--- config.mk ---
export PLATFORM = sky130hd
export DESIGN_NAME = servo_pwm_generator_flat
export DESIGN_NICKNAME = d
export VERILOG_FILES = /design/src/hdl/spg_pkg.sv /design/src/hdl/spg_ifs.sv /design/src/hdl/servo_pwm_generator.sv /design/src/hdl/spg_front.sv /design/src/hdl/spg_mapper.sv /design/src/hdl/spg_exec.sv /design/src/flat_wrapper.sv
export VERILOG_INCLUDE_DIRS = /design/src /design/src/hdl
export SDC_FILE = /design/constraint.sdc
export NUM_CORES = 2
export LEC_CHECK = 0
export BUFFER_PORTS_ARGS = -buffer_cell sky130_fd_sc_hd__buf_2
export CAP_MARGIN = 20
export CORE_ASPECT_RATIO = 0.7
export CORE_MARGIN = 8
export CORE_UTILIZATION = 56
export DETAILED_ROUTE_END_ITERATION = 10
export HOLD_SLACK_MARGIN = 0.15
export PLACE_DENSITY = 0.81
export RECOVER_POWER = 25
export SLEW_MARGIN = 30
export SYNTH_ARGS = -nofsm -noshare
export SYNTH_HDL_FRONTEND = slang
export SYNTH_SLANG_ARGS = --single-unit
--- constraint.sdc ---
create_clock -name clk -period 7.3 [get_ports clk]
set_input_delay 0.365 -clock clk [delete_from_list [all_inputs] [get_ports clk]]
set_output_delay 0.365 -clock clk [all_outputs]
set_load 0.01 [all_outputs]
--- src/hdl/servo_pwm_generator_defines.svh ---
`ifndef SERVO_PWM_GENERATOR_DEFINES_SVH
`define SERVO_PWM_GENERATOR_DEFINES_SVH
`ifndef SYNTH
`define SPG_ASSERT_IMP(label, clk, rst, ante, cons) \
  label: assert property (@(posedge clk) disable iff (rst) (ante) |-> (cons)) \
    else $error("spg: implication check failed");
`define SPG_ASSERT_NXT(label, clk, rst, ante, cons) \
  label: assert property (@(posedge clk) disable iff (rst) (ante) |=> (cons)) \
    else $error("spg: next-cycle check failed");
`else
`define SPG_ASSERT_IMP(label, clk, rst, ante, cons)
`define SPG_ASSERT_NXT(label, clk, rst, ante, cons)
`endif
`endif

--- src/hdl/spg_pkg.sv ---
package spg_pkg;

  typedef enum logic [1:0] {
    CMD_TICK  = 2'd0,
    CMD_ANGLE = 2'd1,
    CMD_PULSE = 2'd2,
    CMD_NONE  = 2'd3
  } cmd_t;

  localparam int REG_IDX_W = 3;
  localparam logic [REG_IDX_W-1:0] REG_ENABLE     = 3'd0;
  localparam logic [REG_IDX_W-1:0] REG_MIN_PULSE  = 3'd1;
  localparam logic [REG_IDX_W-1:0] REG_MAX_PULSE  = 3'd2;
  localparam logic [REG_IDX_W-1:0] REG_MIN_ANGLE  = 3'd3;
  localparam logic [REG_IDX_W-1:0] REG_MAX_ANGLE  = 3'd4;
  localparam logic [REG_IDX_W-1:0] REG_PRESCALE   = 3'd5;
  localparam logic [REG_IDX_W-1:0] REG_PERIOD_TOP = 3'd6;

  localparam logic [15:0] RST_MIN_PULSE  = 16'd544;
  localparam logic [15:0] RST_MAX_PULSE  = 16'd2400;
  localparam logic [15:0] RST_MIN_ANGLE  = 16'd0;
  localparam logic [15:0] RST_MAX_ANGLE  = 16'd180;
  localparam logic [15:0] RST_PRESCALE   = 16'd71;
  localparam logic [15:0] RST_PERIOD_TOP = 16'd19999;

  localparam int QUEUE_DEPTH = 2;

  localparam int ARG_W  = 17;
  localparam int OP_W   = 18;
  localparam int PROD_W = 2 * OP_W;
  localparam int MAG_W  = 34;
  localparam int DEN_W  = 17;
  localparam int CNT_W  = $clog2(MAG_W);
  localparam int RES_W  = 36;

  localparam logic signed [RES_W-1:0] ANG_MIN = RES_W'(-32768);
  localparam logic signed [RES_W-1:0] ANG_MAX = RES_W'(32767);

  typedef struct packed {
    logic        enable;
    logic [15:0] min_pulse_us;
    logic [15:0] max_pulse_us;
    logic [15:0] min_angle;
    logic [15:0] max_angle;
    logic [15:0] prescale;
    logic [15:0] period_top;
  } cfg_t;

  typedef struct packed {
    cmd_t        kind;
    logic [15:0] value;
  } q_entry_t;

  typedef struct packed {
    logic             start;
    logic [ARG_W-1:0] x;
    logic [ARG_W-1:0] in_lo;
    logic [ARG_W-1:0] in_hi;
    logic [ARG_W-1:0] out_lo;
    logic [ARG_W-1:0] out_hi;
  } map_req_t;

  typedef struct packed {
    logic             busy;
    logic             done;
    logic [RES_W-1:0] result;
  } map_rsp_t;

  typedef enum logic [2:0] {
    MS_IDLE,
    MS_MUL,
    MS_PREP,
    MS_DIV,
    MS_FIX,
    MS_DONE
  } map_state_t;

  typedef enum logic [1:0] {
    EX_RUN,
    EX_ANGLE,
    EX_READ
  } exec_state_t;

endpackage

--- src/hdl/spg_ifs.sv ---
interface spg_cmd_if;
  logic               valid;
  logic               ready;
  logic [1:0]         command;
  logic signed [15:0] value;
  modport source(output valid, output command, output value, input ready);
  modport sink(input valid, input command, input value, output ready);
endinterface

interface spg_res_if;
  logic               valid;
  logic               ready;
  logic               pwm_level;
  logic [15:0]        pulse_readback;
  logic signed [15:0] angle_readback;
  modport source(output valid, output pwm_level, output pulse_readback,
                 output angle_readback, input ready);
  modport sink(input valid, input pwm_level, input pulse_readback,
               input angle_readback, output ready);
endinterface

interface spg_cfg_if;
  logic        valid;
  logic        ready;
  logic [2:0]  index;
  logic [15:0] data;
  modport source(output valid, output index, output data, input ready);
  modport sink(input valid, input index, input data, output ready);
endinterface

--- src/hdl/servo_pwm_generator.sv ---
// Servo pulse generator.
// Channels: item (command, value) in, result (pwm_level, pulse_readback,
// angle_readback) out, cfg (index, data) for the seven setup registers;
// cfg is always ready and takes effect on the next item.
// Every item gives exactly one result, in order. A tick item whose angle
// readback is current passes through the queue entry and the output
// register, and ticks stream at one per cycle while the receiver keeps up.
// A pulse write while enabled, or any item after a register write,
// recomputes the readback through the shared multiply/divide unit, which
// makes one quotient bit per cycle over 34 bits. An angle write while
// enabled maps the angle through the same unit first.
// A two-entry queue sits between the command front end and the execution
// side, so items are taken while a result waits in the output register.
// Reset loads the default registers (disabled, 544..2400 us, 0..180 deg,
// prescale 71, period top 19999), clears the counters and compare values
// and marks the readback stale. When the receiver stalls, the result
// holds, execution waits, the queue fills and item.ready drops.
module servo_pwm_generator #(
  parameter int COUNT_WIDTH = 16
) (
  input  logic      clk,
  input  logic      rst,
  spg_cmd_if.sink   item,
  spg_res_if.source result,
  spg_cfg_if.sink   cfg
);

  spg_pkg::cfg_t     regs;
  logic              cfg_wr;
  logic              q_valid;
  spg_pkg::q_entry_t q_data;
  logic              q_pop;
  spg_pkg::map_req_t map_req;
  spg_pkg::map_rsp_t map_rsp;
  logic              out_level;
  logic [15:0]       out_pulse;
  logic [15:0]       out_angle;

  assign cfg.ready = 1'b1;
  assign cfg_wr    = cfg.valid && cfg.ready;

  always_ff @(posedge clk) begin
    if (rst) begin
      regs.enable       <= 1'b0;
      regs.min_pulse_us <= spg_pkg::RST_MIN_PULSE;
      regs.max_pulse_us <= spg_pkg::RST_MAX_PULSE;
      regs.min_angle    <= spg_pkg::RST_MIN_ANGLE;
      regs.max_angle    <= spg_pkg::RST_MAX_ANGLE;
      regs.prescale     <= spg_pkg::RST_PRESCALE;
      regs.period_top   <= spg_pkg::RST_PERIOD_TOP;
    end else if (cfg_wr) begin
      case (cfg.index)
        spg_pkg::REG_ENABLE:     regs.enable       <= cfg.data[0];
        spg_pkg::REG_MIN_PULSE:  regs.min_pulse_us <= cfg.data;
        spg_pkg::REG_MAX_PULSE:  regs.max_pulse_us <= cfg.data;
        spg_pkg::REG_MIN_ANGLE:  regs.min_angle    <= cfg.data;
        spg_pkg::REG_MAX_ANGLE:  regs.max_angle    <= cfg.data;
        spg_pkg::REG_PRESCALE:   regs.prescale     <= cfg.data;
        spg_pkg::REG_PERIOD_TOP: regs.period_top   <= cfg.data;
        default:                 regs              <= regs;
      endcase
    end
  end

  spg_front u_front (
    .clk     (clk),
    .rst     (rst),
    .item    (item),
    .q_valid (q_valid),
    .q_data  (q_data),
    .q_pop   (q_pop)
  );

  spg_mapper u_mapper (
    .clk (clk),
    .rst (rst),
    .req (map_req),
    .rsp (map_rsp)
  );

  spg_exec #(
    .COUNT_WIDTH (COUNT_WIDTH)
  ) u_exec (
    .clk       (clk),
    .rst       (rst),
    .cfg       (regs),
    .cfg_wr    (cfg_wr),
    .q_valid   (q_valid),
    .q_data    (q_data),
    .q_pop     (q_pop),
    .map_req   (map_req),
    .map_rsp   (map_rsp),
    .out_valid (result.valid),
    .out_ready (result.ready),
    .out_level (out_level),
    .out_pulse (out_pulse),
    .out_angle (out_angle)
  );

  assign result.pwm_level      = out_level;
  assign result.pulse_readback = out_pulse;
  assign result.angle_readback = $signed(out_angle);

endmodule

--- src/hdl/spg_front.sv ---
`include "servo_pwm_generator_defines.svh"

module spg_front (
  input  logic               clk,
  input  logic               rst,
  spg_cmd_if.sink            item,
  output logic               q_valid,
  output spg_pkg::q_entry_t  q_data,
  input  logic               q_pop
);

  localparam int PTR_W = $clog2(spg_pkg::QUEUE_DEPTH);
  localparam int CNT_W = $clog2(spg_pkg::QUEUE_DEPTH + 1);

  spg_pkg::q_entry_t entries [spg_pkg::QUEUE_DEPTH];
  logic [PTR_W-1:0]  wr_ptr;
  logic [PTR_W-1:0]  rd_ptr;
  logic [CNT_W-1:0]  count;
  logic              push;
  spg_pkg::q_entry_t incoming;

  assign item.ready = (count != CNT_W'(spg_pkg::QUEUE_DEPTH));
  assign push       = item.valid && item.ready;
  assign q_valid    = (count != '0);
  assign q_data     = entries[rd_ptr];

  // classify the raw command code
  always_comb begin
    incoming.value = item.value;
    case (item.command)
      spg_pkg::CMD_TICK:  incoming.kind = spg_pkg::CMD_TICK;
      spg_pkg::CMD_ANGLE: incoming.kind = spg_pkg::CMD_ANGLE;
      spg_pkg::CMD_PULSE: incoming.kind = spg_pkg::CMD_PULSE;
      default:            incoming.kind = spg_pkg::CMD_NONE;
    endcase
  end

  always_ff @(posedge clk) begin
    if (rst) begin
      wr_ptr <= '0;
      rd_ptr <= '0;
      count  <= '0;
    end else begin
      if (push) begin
        wr_ptr <= (wr_ptr == PTR_W'(spg_pkg::QUEUE_DEPTH - 1)) ? '0 : wr_ptr + 1'b1;
      end
      if (q_pop) begin
        rd_ptr <= (rd_ptr == PTR_W'(spg_pkg::QUEUE_DEPTH - 1)) ? '0 : rd_ptr + 1'b1;
      end
      case ({push, q_pop})
        2'b10:   count <= count + 1'b1;
        2'b01:   count <= count - 1'b1;
        default: count <= count;
      endcase
    end
  end

  always_ff @(posedge clk) begin
    if (push) begin
      entries[wr_ptr] <= incoming;
    end
  end

  `SPG_ASSERT_IMP(a_pop_nonempty, clk, rst, q_pop, count != '0)
  `SPG_ASSERT_NXT(a_fill_bound, clk, rst, push && !q_pop,
                  count <= CNT_W'(spg_pkg::QUEUE_DEPTH) && count != '0)

endmodule

--- src/hdl/spg_mapper.sv ---
module spg_mapper (
  input  logic              clk,
  input  logic              rst,
  input  spg_pkg::map_req_t req,
  output spg_pkg::map_rsp_t rsp
);

  spg_pkg::map_state_t state;
  spg_pkg::map_state_t state_next;

  logic signed [spg_pkg::OP_W-1:0]   diff;
  logic signed [spg_pkg::OP_W-1:0]   rng;
  logic signed [spg_pkg::OP_W-1:0]   span;
  logic signed [spg_pkg::ARG_W-1:0]  out_lo;
  logic signed [spg_pkg::PROD_W-1:0] prod;
  logic signed [spg_pkg::PROD_W-1:0] prod_abs;
  logic signed [spg_pkg::OP_W-1:0]   span_abs;
  logic                              neg;
  logic [spg_pkg::MAG_W-1:0]         quo;
  logic [spg_pkg::DEN_W-1:0]         rem;
  logic [spg_pkg::DEN_W-1:0]         den;
  logic [spg_pkg::DEN_W:0]           trial;
  logic                              ge;
  logic [spg_pkg::CNT_W-1:0]         step;
  logic signed [spg_pkg::RES_W-1:0]  mag_ext;
  logic signed [spg_pkg::RES_W-1:0]  result;
  logic                              can_start;

  assign can_start = (state == spg_pkg::MS_IDLE) || (state == spg_pkg::MS_DONE);

  always_comb begin
    state_next = state;
    case (state)
      spg_pkg::MS_IDLE, spg_pkg::MS_DONE: begin
        state_next = req.start ? spg_pkg::MS_MUL : spg_pkg::MS_IDLE;
      end
      spg_pkg::MS_MUL:  state_next = spg_pkg::MS_PREP;
      spg_pkg::MS_PREP: state_next = (span == '0) ? spg_pkg::MS_DONE : spg_pkg::MS_DIV;
      spg_pkg::MS_DIV: begin
        if (step == spg_pkg::CNT_W'(spg_pkg::MAG_W - 1)) begin
          state_next = spg_pkg::MS_FIX;
        end
      end
      spg_pkg::MS_FIX:  state_next = spg_pkg::MS_DONE;
      default:          state_next = spg_pkg::MS_IDLE;
    endcase
    rsp.busy   = !can_start;
    rsp.done   = (state == spg_pkg::MS_DONE);
    rsp.result = result;
  end

  always_ff @(posedge clk) begin
    if (rst) begin
      state <= spg_pkg::MS_IDLE;
    end else begin
      state <= state_next;
    end
  end

  assign prod_abs = prod[spg_pkg::PROD_W-1] ? -prod : prod;
  assign span_abs = span[spg_pkg::OP_W-1] ? -span : span;
  assign trial    = {rem, quo[spg_pkg::MAG_W-1]};
  assign ge       = (trial >= {1'b0, den});
  assign mag_ext  = spg_pkg::RES_W'(quo);

  always_ff @(posedge clk) begin
    case (state)
      spg_pkg::MS_IDLE, spg_pkg::MS_DONE: begin
        if (req.start) begin
          diff   <= spg_pkg::OP_W'($signed(req.x)) - spg_pkg::OP_W'($signed(req.in_lo));
          rng    <= spg_pkg::OP_W'($signed(req.out_hi)) - spg_pkg::OP_W'($signed(req.out_lo));
          span   <= spg_pkg::OP_W'($signed(req.in_hi)) - spg_pkg::OP_W'($signed(req.in_lo));
          out_lo <= $signed(req.out_lo);
        end
      end
      spg_pkg::MS_MUL: begin
        prod <= diff * rng;
      end
      spg_pkg::MS_PREP: begin
        neg  <= prod[spg_pkg::PROD_W-1] ^ span[spg_pkg::OP_W-1];
        quo  <= prod_abs[spg_pkg::MAG_W-1:0];
        den  <= span_abs[spg_pkg::DEN_W-1:0];
        rem  <= '0;
        step <= '0;
        if (span == '0) begin
          result <= spg_pkg::RES_W'(out_lo);
        end
      end
      spg_pkg::MS_DIV: begin
        quo  <= {quo[spg_pkg::MAG_W-2:0], ge};
        rem  <= ge ? spg_pkg::DEN_W'(trial - {1'b0, den}) : trial[spg_pkg::DEN_W-1:0];
        step <= step + 1'b1;
      end
      spg_pkg::MS_FIX: begin
        result <= (neg ? -mag_ext : mag_ext) + spg_pkg::RES_W'(out_lo);
      end
      default: begin
        result <= result;
      end
    endcase
  end

endmodule

--- src/hdl/spg_exec.sv ---
`include "servo_pwm_generator_defines.svh"

module spg_exec #(
  parameter int COUNT_WIDTH = 16
) (
  input  logic               clk,
  input  logic               rst,
  input  spg_pkg::cfg_t      cfg,
  input  logic               cfg_wr,
  input  logic               q_valid,
  input  spg_pkg::q_entry_t  q_data,
  output logic               q_pop,
  output spg_pkg::map_req_t  map_req,
  input  spg_pkg::map_rsp_t  map_rsp,
  output logic               out_valid,
  input  logic               out_ready,
  output logic               out_level,
  output logic [15:0]        out_pulse,
  output logic [15:0]        out_angle
);

  localparam int CMP_W = (COUNT_WIDTH > 16) ? COUNT_WIDTH : 16;

  spg_pkg::exec_state_t state;
  spg_pkg::exec_state_t state_next;

  logic [COUNT_WIDTH-1:0] prescale_count;
  logic [COUNT_WIDTH-1:0] prescale_count_next;
  logic [COUNT_WIDTH-1:0] period_count;
  logic [COUNT_WIDTH-1:0] period_count_next;
  logic [15:0]            compare_active;
  logic [15:0]            compare_active_next;
  logic [15:0]            compare_preload;
  logic [15:0]            compare_preload_next;
  logic [15:0]            rb;
  logic [15:0]            rb_next;
  logic                   rb_stale;
  logic                   rb_stale_next;
  logic                   out_load;
  logic                   level_next;
  logic [15:0]            pulse_next;
  logic                   slot_free;
  logic                   ps_hit;
  logic                   pc_hit;
  logic signed [15:0]     deg;

  function automatic logic [15:0] clamp_u16(logic [15:0] v, logic [15:0] lo,
                                            logic [15:0] hi);
    logic [15:0] r;
    if (v < lo) r = lo;
    else if (v > hi) r = hi;
    else r = v;
    return r;
  endfunction

  function automatic logic signed [15:0] clamp_s16(logic signed [15:0] v,
                                                   logic signed [15:0] lo,
                                                   logic signed [15:0] hi);
    logic signed [15:0] r;
    if (v < lo) r = lo;
    else if (v > hi) r = hi;
    else r = v;
    return r;
  endfunction

  function automatic logic [15:0] clamp_map(logic signed [spg_pkg::RES_W-1:0] v,
                                            logic [15:0] lo, logic [15:0] hi);
    logic [15:0] r;
    if (v < $signed(spg_pkg::RES_W'(lo))) r = lo;
    else if (v > $signed(spg_pkg::RES_W'(hi))) r = hi;
    else r = v[15:0];
    return r;
  endfunction

  function automatic logic [15:0] fix_angle(logic signed [spg_pkg::RES_W-1:0] v,
                                            logic signed [15:0] alo,
                                            logic signed [15:0] ahi);
    logic signed [15:0] a;
    if (v < spg_pkg::ANG_MIN) a = spg_pkg::ANG_MIN[15:0];
    else if (v > spg_pkg::ANG_MAX) a = spg_pkg::ANG_MAX[15:0];
    else a = v[15:0];
    if (a != alo && a != ahi && a != spg_pkg::ANG_MAX[15:0]) begin
      a = a + 16'sd1;
    end
    return a;
  endfunction

  assign slot_free = !out_valid || out_ready;
  assign ps_hit = (CMP_W'(prescale_count) >= CMP_W'(cfg.prescale)) || (&prescale_count);
  assign pc_hit = (CMP_W'(period_count) >= CMP_W'(cfg.period_top)) || (&period_count);
  assign deg = clamp_s16($signed(q_data.value), $signed(cfg.min_angle),
                         $signed(cfg.max_angle));

  always_comb begin
    state_next           = state;
    prescale_count_next  = prescale_count;
    period_count_next    = period_count;
    compare_active_next  = compare_active;
    compare_preload_next = compare_preload;
    rb_next              = rb;
    rb_stale_next        = rb_stale;
    q_pop                = 1'b0;
    out_load             = 1'b0;
    map_req              = '0;

    case (state)
      spg_pkg::EX_RUN: begin
        if (q_valid && slot_free) begin
          q_pop = 1'b1;
          if (!cfg.enable) begin
            prescale_count_next  = '0;
            period_count_next    = '0;
            compare_active_next  = '0;
            compare_preload_next = '0;
          end else begin
            case (q_data.kind)
              spg_pkg::CMD_TICK: begin
                if (ps_hit) begin
                  prescale_count_next = '0;
                  if (pc_hit) begin
                    period_count_next   = '0;
                    compare_active_next = compare_preload;
                  end else begin
                    period_count_next = period_count + 1'b1;
                  end
                end else begin
                  prescale_count_next = prescale_count + 1'b1;
                end
              end
              spg_pkg::CMD_PULSE: begin
                compare_preload_next = clamp_u16(q_data.value, cfg.min_pulse_us,
                                                 cfg.max_pulse_us);
                rb_stale_next = 1'b1;
              end
              default: begin
                compare_preload_next = compare_preload;
              end
            endcase
          end
          if (cfg.enable && q_data.kind == spg_pkg::CMD_ANGLE) begin
            map_req.start  = 1'b1;
            map_req.x      = spg_pkg::ARG_W'(deg);
            map_req.in_lo  = spg_pkg::ARG_W'($signed(cfg.min_angle));
            map_req.in_hi  = spg_pkg::ARG_W'($signed(cfg.max_angle));
            map_req.out_lo = spg_pkg::ARG_W'(cfg.min_pulse_us);
            map_req.out_hi = spg_pkg::ARG_W'(cfg.max_pulse_us);
            state_next     = spg_pkg::EX_ANGLE;
          end else if (rb_stale_next) begin
            map_req.start = 1'b1;
            state_next    = spg_pkg::EX_READ;
          end else begin
            out_load = 1'b1;
          end
        end
      end
      spg_pkg::EX_ANGLE: begin
        if (map_rsp.done) begin
          compare_preload_next = clamp_map($signed(map_rsp.result), cfg.min_pulse_us,
                                           cfg.max_pulse_us);
          rb_stale_next = 1'b1;
          map_req.start = 1'b1;
          state_next    = spg_pkg::EX_READ;
        end
      end
      spg_pkg::EX_READ: begin
        if (map_rsp.done) begin
          rb_next       = fix_angle($signed(map_rsp.result), $signed(cfg.min_angle),
                                    $signed(cfg.max_angle));
          rb_stale_next = 1'b0;
          out_load      = 1'b1;
          state_next    = spg_pkg::EX_RUN;
        end
      end
      default: begin
        state_next = spg_pkg::EX_RUN;
      end
    endcase

    pulse_next = cfg.enable ? compare_preload_next : 16'd0;
    level_next = cfg.enable && (CMP_W'(period_count_next) < CMP_W'(compare_active_next));

    // readback request: pulse range onto angle range
    if (map_req.start && state_next == spg_pkg::EX_READ) begin
      map_req.x      = spg_pkg::ARG_W'(pulse_next);
      map_req.in_lo  = spg_pkg::ARG_W'(cfg.min_pulse_us);
      map_req.in_hi  = spg_pkg::ARG_W'(cfg.max_pulse_us);
      map_req.out_lo = spg_pkg::ARG_W'($signed(cfg.min_angle));
      map_req.out_hi = spg_pkg::ARG_W'($signed(cfg.max_angle));
    end
  end

  always_ff @(posedge clk) begin
    if (rst) begin
      state           <= spg_pkg::EX_RUN;
      prescale_count  <= '0;
      period_count    <= '0;
      compare_active  <= '0;
      compare_preload <= '0;
      rb_stale        <= 1'b1;
      out_valid       <= 1'b0;
    end else begin
      state           <= state_next;
      prescale_count  <= prescale_count_next;
      period_count    <= period_count_next;
      compare_active  <= compare_active_next;
      compare_preload <= compare_preload_next;
      rb_stale        <= rb_stale_next | cfg_wr;
      out_valid       <= out_load | (out_valid & ~out_ready);
    end
  end

  always_ff @(posedge clk) begin
    rb <= rb_next;
    if (out_load) begin
      out_level <= level_next;
      out_pulse <= pulse_next;
      out_angle <= rb_next;
    end
  end

  `SPG_ASSERT_IMP(a_map_start_free, clk, rst, map_req.start, !map_rsp.busy)
  `SPG_ASSERT_NXT(a_disabled_clears, clk, rst, q_pop && !cfg.enable,
                  period_count == '0 && compare_active == '0 && prescale_count == '0)

endmodule

--- src/flat_wrapper.sv ---
// flat-port wrapper written by rule: the top's interface ports become plain ports
module servo_pwm_generator_flat 
#(
  parameter int COUNT_WIDTH = 16
)
  (clk, rst, item_valid, item_command, item_value, item_ready, result_valid, result_pwm_level, result_pulse_readback, result_angle_readback, result_ready, cfg_valid, cfg_index, cfg_data, cfg_ready);
  spg_cmd_if item_i ();
  spg_res_if result_i ();
  spg_cfg_if cfg_i ();
  input  logic clk;
  input  logic rst;
  input wire logic [$bits(item_i.valid)-1:0] item_valid;
  input wire logic [$bits(item_i.command)-1:0] item_command;
  input wire logic [$bits(item_i.value)-1:0] item_value;
  output wire logic [$bits(item_i.ready)-1:0] item_ready;
  output wire logic [$bits(result_i.valid)-1:0] result_valid;
  output wire logic [$bits(result_i.pwm_level)-1:0] result_pwm_level;
  output wire logic [$bits(result_i.pulse_readback)-1:0] result_pulse_readback;
  output wire logic [$bits(result_i.angle_readback)-1:0] result_angle_readback;
  input wire logic [$bits(result_i.ready)-1:0] result_ready;
  input wire logic [$bits(cfg_i.valid)-1:0] cfg_valid;
  input wire logic [$bits(cfg_i.index)-1:0] cfg_index;
  input wire logic [$bits(cfg_i.data)-1:0] cfg_data;
  output wire logic [$bits(cfg_i.ready)-1:0] cfg_ready;
  assign item_i.valid = item_valid;
  assign item_i.command = item_command;
  assign item_i.value = item_value;
  assign item_ready = item_i.ready;
  assign result_valid = result_i.valid;
  assign result_pwm_level = result_i.pwm_level;
  assign result_pulse_readback = result_i.pulse_readback;
  assign result_angle_readback = result_i.angle_readback;
  assign result_i.ready = result_ready;
  assign cfg_i.valid = cfg_valid;
  assign cfg_i.index = cfg_index;
  assign cfg_i.data = cfg_data;
  assign cfg_ready = cfg_i.ready;
  servo_pwm_generator #(.COUNT_WIDTH(COUNT_WIDTH)) u_core (.clk(clk), .rst(rst), .item(item_i), .result(result_i), .cfg(cfg_i));
endmodule
==> impl_metrics.env <==
export IMPL_status="complete, but fails checks"
export IMPL_violations="DRC, capacitance limit, slew limit"
export IMPL_synth_top_family_by_area="adder cells"
export IMPL_grt_use_total_pct=33.1
export IMPL_cp_required_ns=7.65
export IMPL_cts_clk_slew_worst_paths_ns=0.06
export IMPL_cts_tree="yes"
export IMPL_grt_pass1_vias=34200
export IMPL_synth_edf_count=286
export IMPL_nNetsFinal=5526
export IMPL_grt_remaining_overflow=0
export IMPL_coreArea_sq_mm=0.0753
export IMPL_worstSetupStartpointType="flop"
export IMPL_final_antenna_net_count=0
export IMPL_clock_path_buffers=3
export IMPL_synth_warnings=0
export IMPL_wire_per_inst_um=25.0
export IMPL_clock_skew_ns=0.0182
export IMPL_finalSetupViolCount=0
export IMPL_rows=84
export IMPL_final_seq_area_sq_mm=0.0124
export IMPL_synthCells=4649
export IMPL_stdcell_count=5845
export IMPL_gp_congestion=1.14
export IMPL_layout_drive_gt1_share_pct=8.42
export IMPL_synth_xor_area_share_pct=4.70
export IMPL_max_freq_ghz=0.142
export IMPL_grt_max_degree=67
export IMPL_cts_buffers=50
export IMPL_cts_htree_levels=2
export IMPL_period_needed_ns=7.04
export IMPL_die_h_um=247
export IMPL_period_share_pct=96.5
export IMPL_synthSimpleGateAreaFrac_pct=16.3
export IMPL_io_buffers=76
export IMPL_async_flop_share_pct=0
export IMPL_die_width_um=346
export IMPL_synthMuxAreaShare_pct=2.60
export IMPL_rrSetupSlack_ns=0.26
export IMPL_synth_adder_area_share_pct=25.8
export IMPL_wirelength_mm=146
export IMPL_dr_pass1_iters=9
export IMPL_fill_cells=6156
export IMPL_dieArea_sq_mm=0.0855
export IMPL_critPathArrivalTime_ns=7.39
export IMPL_worstHoldPathType="primary input to flop"
export IMPL_finalSetupTns_ns=0
export IMPL_final_cell_mix="650 x nand2_1, 506 x inv_1, 345 x ha_1, 334 x fa_1, 286 x edfxtp_1"
export IMPL_vias=36900
export IMPL_cp_max_fo=9
export IMPL_placed_cell_area_sq_mm=0.0449
export IMPL_ys_seq_area_share_pct=29.0
export IMPL_area_delta_synth_final_pct=10.5
export IMPL_grt_antenna_before_repair=7
export IMPL_root_buffer="clkbuf_16"
export IMPL_syn_nets=5370
export IMPL_cap_violations=1
export IMPL_hold_viol_final=0
export IMPL_clock_latency_ns=0.63
export IMPL_grt_pass1_wl_mm=215
export IMPL_avgSynthCellArea_sq_um=9.19
export IMPL_dr_first_iter_drc_count=4935
export IMPL_final_area_sq_mm=0.0472
export IMPL_syn_cell_area_sq_mm=0.0427
export IMPL_ys_ff_latch=475
export IMPL_criticalPathCategory="flop to flop"
export IMPL_layout_commonest_cell="nand2_1"
export IMPL_tightest_slew_ns=3.09
export IMPL_ioPinCount=78
export IMPL_vias_per_cell=6.31
export IMPL_max_slew_margin_pct=-107
export IMPL_placedCellCount=5680
export IMPL_synth_ff_type="edfxtp_1"
export IMPL_drc_errors=1
export IMPL_worst_setup_path_end_kind="flop"
export IMPL_initial_core_util_pct=56.8
export IMPL_drv_slew=21
export IMPL_place_hpwl_mm=116
export IMPL_synth_distinct_cells=96
export IMPL_multi_input_area_sq_mm=0.0277
export IMPL_synth_compound_area_share_pct=15.3
export IMPL_clkSinkCount=475
==> registers in the layout (all words and copies together) (netlist names), 17 cells and up, named ones only <==
name,cells
u_core.u_mapper.out_lo,17
u_core.regs,97
u_core.u_mapper.result,36
u_core.u_front.entries,36
u_core.u_mapper.span,18
u_core.u_mapper.rem,17
u_core.u_mapper.quo,34
u_core.u_mapper.den,17
u_core.u_mapper.prod,35
u_core.u_mapper.diff,18
u_core.u_mapper.rng,18
==> logic make-up (layout without fill, tap and decap cells) <==
| logic type | Yosys count | count (layout) |
|---|---|---|
| AO/OA/AOI/OAI | 995 | 995 |
| XOR/XNOR | 229 | 229 |
| adder cells (fa/ha/maj) | 679 | 679 |
| buffers and inverters | 717 | 915 |
| flip-flops | 475 | 475 |
| multiplexers | 105 | 105 |
| other | 1 | 10 |
| AND/OR/NAND/NOR | 1448 | 1448 |
==> area by class of cell <==
type / count / share of cell area, %
timing repair buffer: 313 / 4.65
sequential: 475 / 26.2
inverter: 508 / 4.04
tap: 989 / 2.62
antenna: 9 / 0.0477
clock inverter: 34 / 0.941
multi-input combinational: 3457 / 58.7
clock buffer: 60 / 2.82
==> repair_timing <==
action                                  CTS  global route
hold endpoints to repair                132             0
hold buffers                             36             0
gates resized for setup                   0             0
buffers inserted                          0            23
endpoints found under the setup margin    0             1
==> per-stage QoR <==
step           setup slack, ns  hold WS [ns]  utilization [%]
6_report                 0.259         0.235             62.7
4_1_cts                  0.281         0.214             62.5
2_1_floorplan            0.464         0.418                -
3_3_place_gp             0.460         0.438             59.7
3_5_place_dp             0.267         0.444             59.7
5_1_grt               -0.00640         0.249             62.7
==> cells in the mapped netlist (60+ instances only) <==
library cell | count | area share [%]
ha_1 | 345 | 10
xor2_1 | 68 | 1.4
a21oi_1 | 249 | 2.9
clkbuf_1 | 196 | 1.7
nand2_1 | 650 | 5.7
nand3_1 | 68 | 0.80
nor2b_1 | 60 | 0.88
nor2_1 | 193 | 1.7
edfxtp_1 | 286 | 20
dfxtp_1 | 189 | 8.9
fa_1 | 334 | 16
o21ai_0 | 217 | 2.5
xnor2_1 | 161 | 3.3
inv_1 | 506 | 4.4
and2_1 | 131 | 1.9
a21o_1 | 85 | 1.5
==> critical path, cell delays in order, from the launching register on <==
cell and delay (ns):
edfxtp_1 0.52, buf_4 0.23, nand2_1 0.09, fa_1 0.55
inv_1 0.06, fa_1 0.57, inv_1 0.07, fa_1 0.57
fa_1 0.47, fa_1 0.56, inv_1 0.06, fa_1 0.47
ha_1 0.37, and3_1 0.26, and4b_1 0.19, a21oi_1 0.21
o2111ai_1 0.24, nand3_1 0.16, nand2_1 0.09, or4_1 0.48
a31oi_1 0.25, o21ai_0 0.14, xnor2_1 0.18
==> layer usage <==
metal,vias up,routed length [um],part of all wire [%],track usage [%]
li1,16400,-,-,-
met1,17700,62300,43,47.9
met2,2477,52400,36,41.1
met3,286,27300,19,19.8
met4,12,3240,2.2,6.52
met5,-,631,0.43,3.12
==> final timing paths <==
kind / cells after the start / endpoint / start
worst min register to register: 2 / u_core.u_exec.rb[12]$_DFF_P_ / u_core.u_exec.rb[12]$_DFF_P_
worst max register to register: 22 / u_core.u_mapper.prod[35]$_DFFE_PP_ / u_core.u_mapper.rng[8]$_DFFE_PP_
worst max-delay path: 22 / u_core.u_mapper.prod[35]$_DFFE_PP_ / u_core.u_mapper.rng[8]$_DFFE_PP_
worst min-delay path: 4 / u_core.regs[96]$_SDFFE_PP0P_ / cfg_index[0]
Power is left out: the tool's default activity adds up to more than one toggle a clock period on the data nets, which glitch-free logic cannot reach.
